`config.mk`:
```
export PLATFORM = sky130hd
export DESIGN_NAME = gfbr_ram
export DESIGN_NICKNAME = d
export VERILOG_FILES = /design/src/design/green_frame_box_refine_unit_defines.svh /design/src/design/gfbr_ram.sv
export SDC_FILE = /design/constraint.sdc
export NUM_CORES = 1
export LEC_CHECK = 0
export ABC_AREA = 1
export BUFFER_PORTS_ARGS = -buffer_cell sky130_fd_sc_hd__buf_2
export CORE_MARGIN = 2
export CORE_UTILIZATION = 25
export DETAILED_ROUTE_END_ITERATION = 6
export GPL_TIMING_DRIVEN = 0
export MAX_ROUTING_LAYER = met4
export SETUP_SLACK_MARGIN = 0.1
export SKIP_LAST_GASP = 1
export SLEW_MARGIN = 20
export SYNTH_ARGS = -nofsm -noshare
export SYNTH_HDL_FRONTEND = slang
export SYNTH_SLANG_ARGS = --single-unit
```
`constraint.sdc`:
```
create_clock -name clk -period 3.2 [get_ports clk]
set_input_delay 0.32 -clock clk [delete_from_list [all_inputs] [get_ports clk]]
set_output_delay 0.32 -clock clk [all_outputs]
set_load 0.05 [all_outputs]
```
`src/design/green_frame_box_refine_unit_defines.svh`:
```
// Assertion macros shared by the frame box refine RTL.
`ifndef GREEN_FRAME_BOX_REFINE_UNIT_DEFINES_SVH
`define GREEN_FRAME_BOX_REFINE_UNIT_DEFINES_SVH

// same-cycle implication
`define GFBR_ASSERT_NOW(label, clk, rst, cond, consq) \
  label: assert property (@(posedge clk) disable iff (rst) (cond) |-> (consq)) \
    else $error("gfbr check failed");

// next-cycle implication
`define GFBR_ASSERT_NEXT(label, clk, rst, cond, consq) \
  label: assert property (@(posedge clk) disable iff (rst) (cond) |=> (consq)) \
    else $error("gfbr check failed");

`endif

```
`src/design/gfbr_ram.sv`:
```
// Generic simple dual-port RAM with registered read data.
module gfbr_ram #(
  parameter int WIDTH = 8,
  parameter int DEPTH = 16
) (
  input  logic                     clk,
  input  logic                     we,
  input  logic [$clog2(DEPTH)-1:0] waddr,
  input  logic [WIDTH-1:0]         wdata,
  input  logic                     re,
  input  logic [$clog2(DEPTH)-1:0] raddr,
  output logic [WIDTH-1:0]         rdata
);

  logic [WIDTH-1:0] mem [DEPTH];

  always_ff @(posedge clk) begin
    if (we) begin
      mem[waddr] <= wdata;
    end
    if (re) begin
      rdata <= mem[raddr];
    end
  end

endmodule

```
==> qor.yml <==
outcome:
  outcome: "complete, no violations"
floorplanning:
  die-width_microns: 156.9
  core_sq_um: 22780
  start_util: 0.2567
  die_area_sq_um: 24630
  rows: 55
  die_h_microns: 156.9
  num_io_pins: 27
timing:
  setup_viol: 0
  maxSlewHeadroom: 0.3080
  fmax_ghz: 0.7140
  grt_setup_unrepaired: "false"
  period_share: 0.4377
  slew_viol_final: 0
  finalHoldViolCount: 0
  clock_skew_ns: 0.005949
  fin_crit_ns: 1.401
  tightestPinTransition_ns: 1.034
  setup-tns-final_ns: 0
finish:
  mostFrequentLayoutCell: "nand2_1"
  antenna_cells: 0
  drive_above_1_share: 0.1271
  finish.net_count: 612
  syn2layout_area_growth_pct: 18.51
  layout_common_cells: "nand2_1, edfxtp_1, inv_1, nand3_1, buf_2"
setup_path:
  critPathLaunchType: "input pin"
  cp.depth: 3
  crit_family: "simple AND/OR/NAND/NOR gates"
  crit_arrival_ns: 1.44
  crit_path_end_kind: "flip-flop"
  crit_end: "mem[5][3]$_DFFE_PP_"
  r2r_cells: 6
  crit_type: "input pin to flip-flop"
  slowest_delay_ns: 0.78
  cp_data_required_time_ns: 3.24
  cp_max_fo: 8
  r2r_slack_ns: 2.01
  r2r-end: "rdata[3]$_DFFE_PP_"
  path_cells: "buf_2, nand3b_1, nor2_1"
  crit_path_top_delay_cell: "nor2_1"
  critical_path_buf_inv_count: 1
  timing.rr.start: "mem[15][3]$_DFFE_PP_"
  worstSetupStartpoint: "waddr[3]"
clock_network:
  htreeDepth: 4
  cts_hold_buf: 0
  clk_latency_ns: 0.42
  cts-root-buf: "clkbuf_16"
  cts_tree: "yes"
  path_clk_slew_ns: 0.06
  numCtsBuffers: 17
  postCtsSetupBuffers: 0
  clockBufferDepth: 2
  cts.sinks: 136
  cts_resized: 0
pwr:
  p_clk_frac: 0.453
  irDropWorstVdd_v: 0.0003180
  combPwrFrac: 0.070
  p_sw_frac: 0.2348
  p_leak_nw: 2.907
  pwr-share-seq: 0.477
  finalPower_mw: 4.225
  switchingPower_mw: 0.9922
  pwr_density_cell_nw_per_um2: 609.8
  p_int_mw: 3.233
global_route:
  grt_pass1_wl_microns: 22530
  grt_antenna_before_repair: 0
  grt_pass1_vias: 3764
  grt_overflow_total: 0
  grt_usage: 0.1322
  grt_max_degree: 17
routing:
  drt.antenna.violating_nets: 0
  dr.first_iter.drc_count: 380
  routed_wirelength_microns: 15060
  drtPass1Iterations: 5
  avgRoutedWirePerCell_microns: 16.39
  vias: 3938
  vias_per_cell: 4.285
  drc: 0
yosys:
  yosysTopAreaCell: "edfxtp_1"
  synth.distinct_cells: 11
  ys_ff_latch: 136
  syn_area_per_cell_sq_um: 10.61
  synth_nets: 570
  syn_area_sq_um: 5847
  yosys-top-cells-area: "edfxtp_1, nand2_1, nand3_1"
  yosysWarnings: 0
  synth.top_cell.area_share: 0.6985
  syn_inst: 551
  ys_seq_area_frac: 0.6985
job:
  maxCapViolCount: 0
placed_design:
  place.gp.congestion: 0.8670
  port_buffers: 23
  hpwl_microns: 9695
worst_hold_path:
  hold_path_class: "input pin to flip-flop"
power by group through the flow:
stage          logic, mW  registers (mW)  clock network, mW
2_1_floorplan      0.141            2.08                  0
3_3_place_gp       0.288            2.05                  0
3_5_place_dp       0.292            2.05                  0
4_1_cts            0.294            2.02               1.93
5_1_grt            0.320            2.02               2.01
6_report           0.295            2.02               1.91
layer usage:
| metal | up-vias | track usage | wire length [microns] |
|---|---|---|---|
| met4 | 0 | 0.03932 | 255 |
| met5 | - | - | 0 |
| met2 | 169 | 0.1926 | 6613 |
| li1 | 1869 | - | - |
| met3 | 22 | 0.03276 | 1111 |
| met1 | 1878 | 0.1824 | 7083 |
through the flow:
stage	hold WS (ns)	utilization	setup slack (ns)	instances	instance area (sq um)
global placement	0.6662	0.2789	1.376	887	6354
CTS	0.2394	0.3042	1.795	919	6929
floorplan	0.4189	-	1.929	551	5847
detailed placement	0.6754	0.2789	1.357	887	6354
finish	0.2428	0.3042	1.799	919	6929
global route	0.2462	0.3042	1.718	919	6929
worst register-to-register path: cells and delay by family, from the launching register on:
kind	cells	cell delay [ns]
buffers and inverters	1	0.06
and+or+nand+nor	5	0.50
DFF	1	0.37
cell type report:
type,count,area (sq um)
sequential,136,4084
timing repair buffer,23,115.1
buffer,24,166.4
fill,2300,15850
tap,313,391.6
clock inverter,14,146.4
clock buffer,18,429.2
inverter,102,382.9
multi-input combinational,289,1214
registers in the layout (all words and copies together) (netlist names):
signal	flops
mem	128
rdata	8
logic make-up after synthesis:
group | synth area share
buffers and inverters | 0.09394
AND/OR/NAND/NOR | 0.2076
flip-flops | 0.6985
Yosys cell counts:
| cell type | count |
|---|---|
| edfxtp_1 | 136 |
| buf_2 | 13 |
| inv_2 | 2 |
| nand3b_1 | 2 |
| buf_4 | 4 |
| inv_1 | 100 |
| nand3_1 | 97 |
| buf_1 | 1 |
| nor2_1 | 17 |
| nand2_1 | 173 |
| buf_6 | 6 |
how the worst min path moves through the flow:
stage / startpoint / to / slack [ns] / cells past startpoint
finish: re / rdata[2]$_DFFE_PP_ / 0.24 / 1
global placement: re / rdata[7]$_DFFE_PP_ / 0.67 / 1
detailed placement: re / rdata[2]$_DFFE_PP_ / 0.68 / 1
global route: re / rdata[2]$_DFFE_PP_ / 0.25 / 1
floorplan: wdata[0] / mem[0][0]$_DFFE_PP_ / 0.42 / 0
CTS: re / rdata[2]$_DFFE_PP_ / 0.24 / 1
Power figures use the tool's default switching activity.
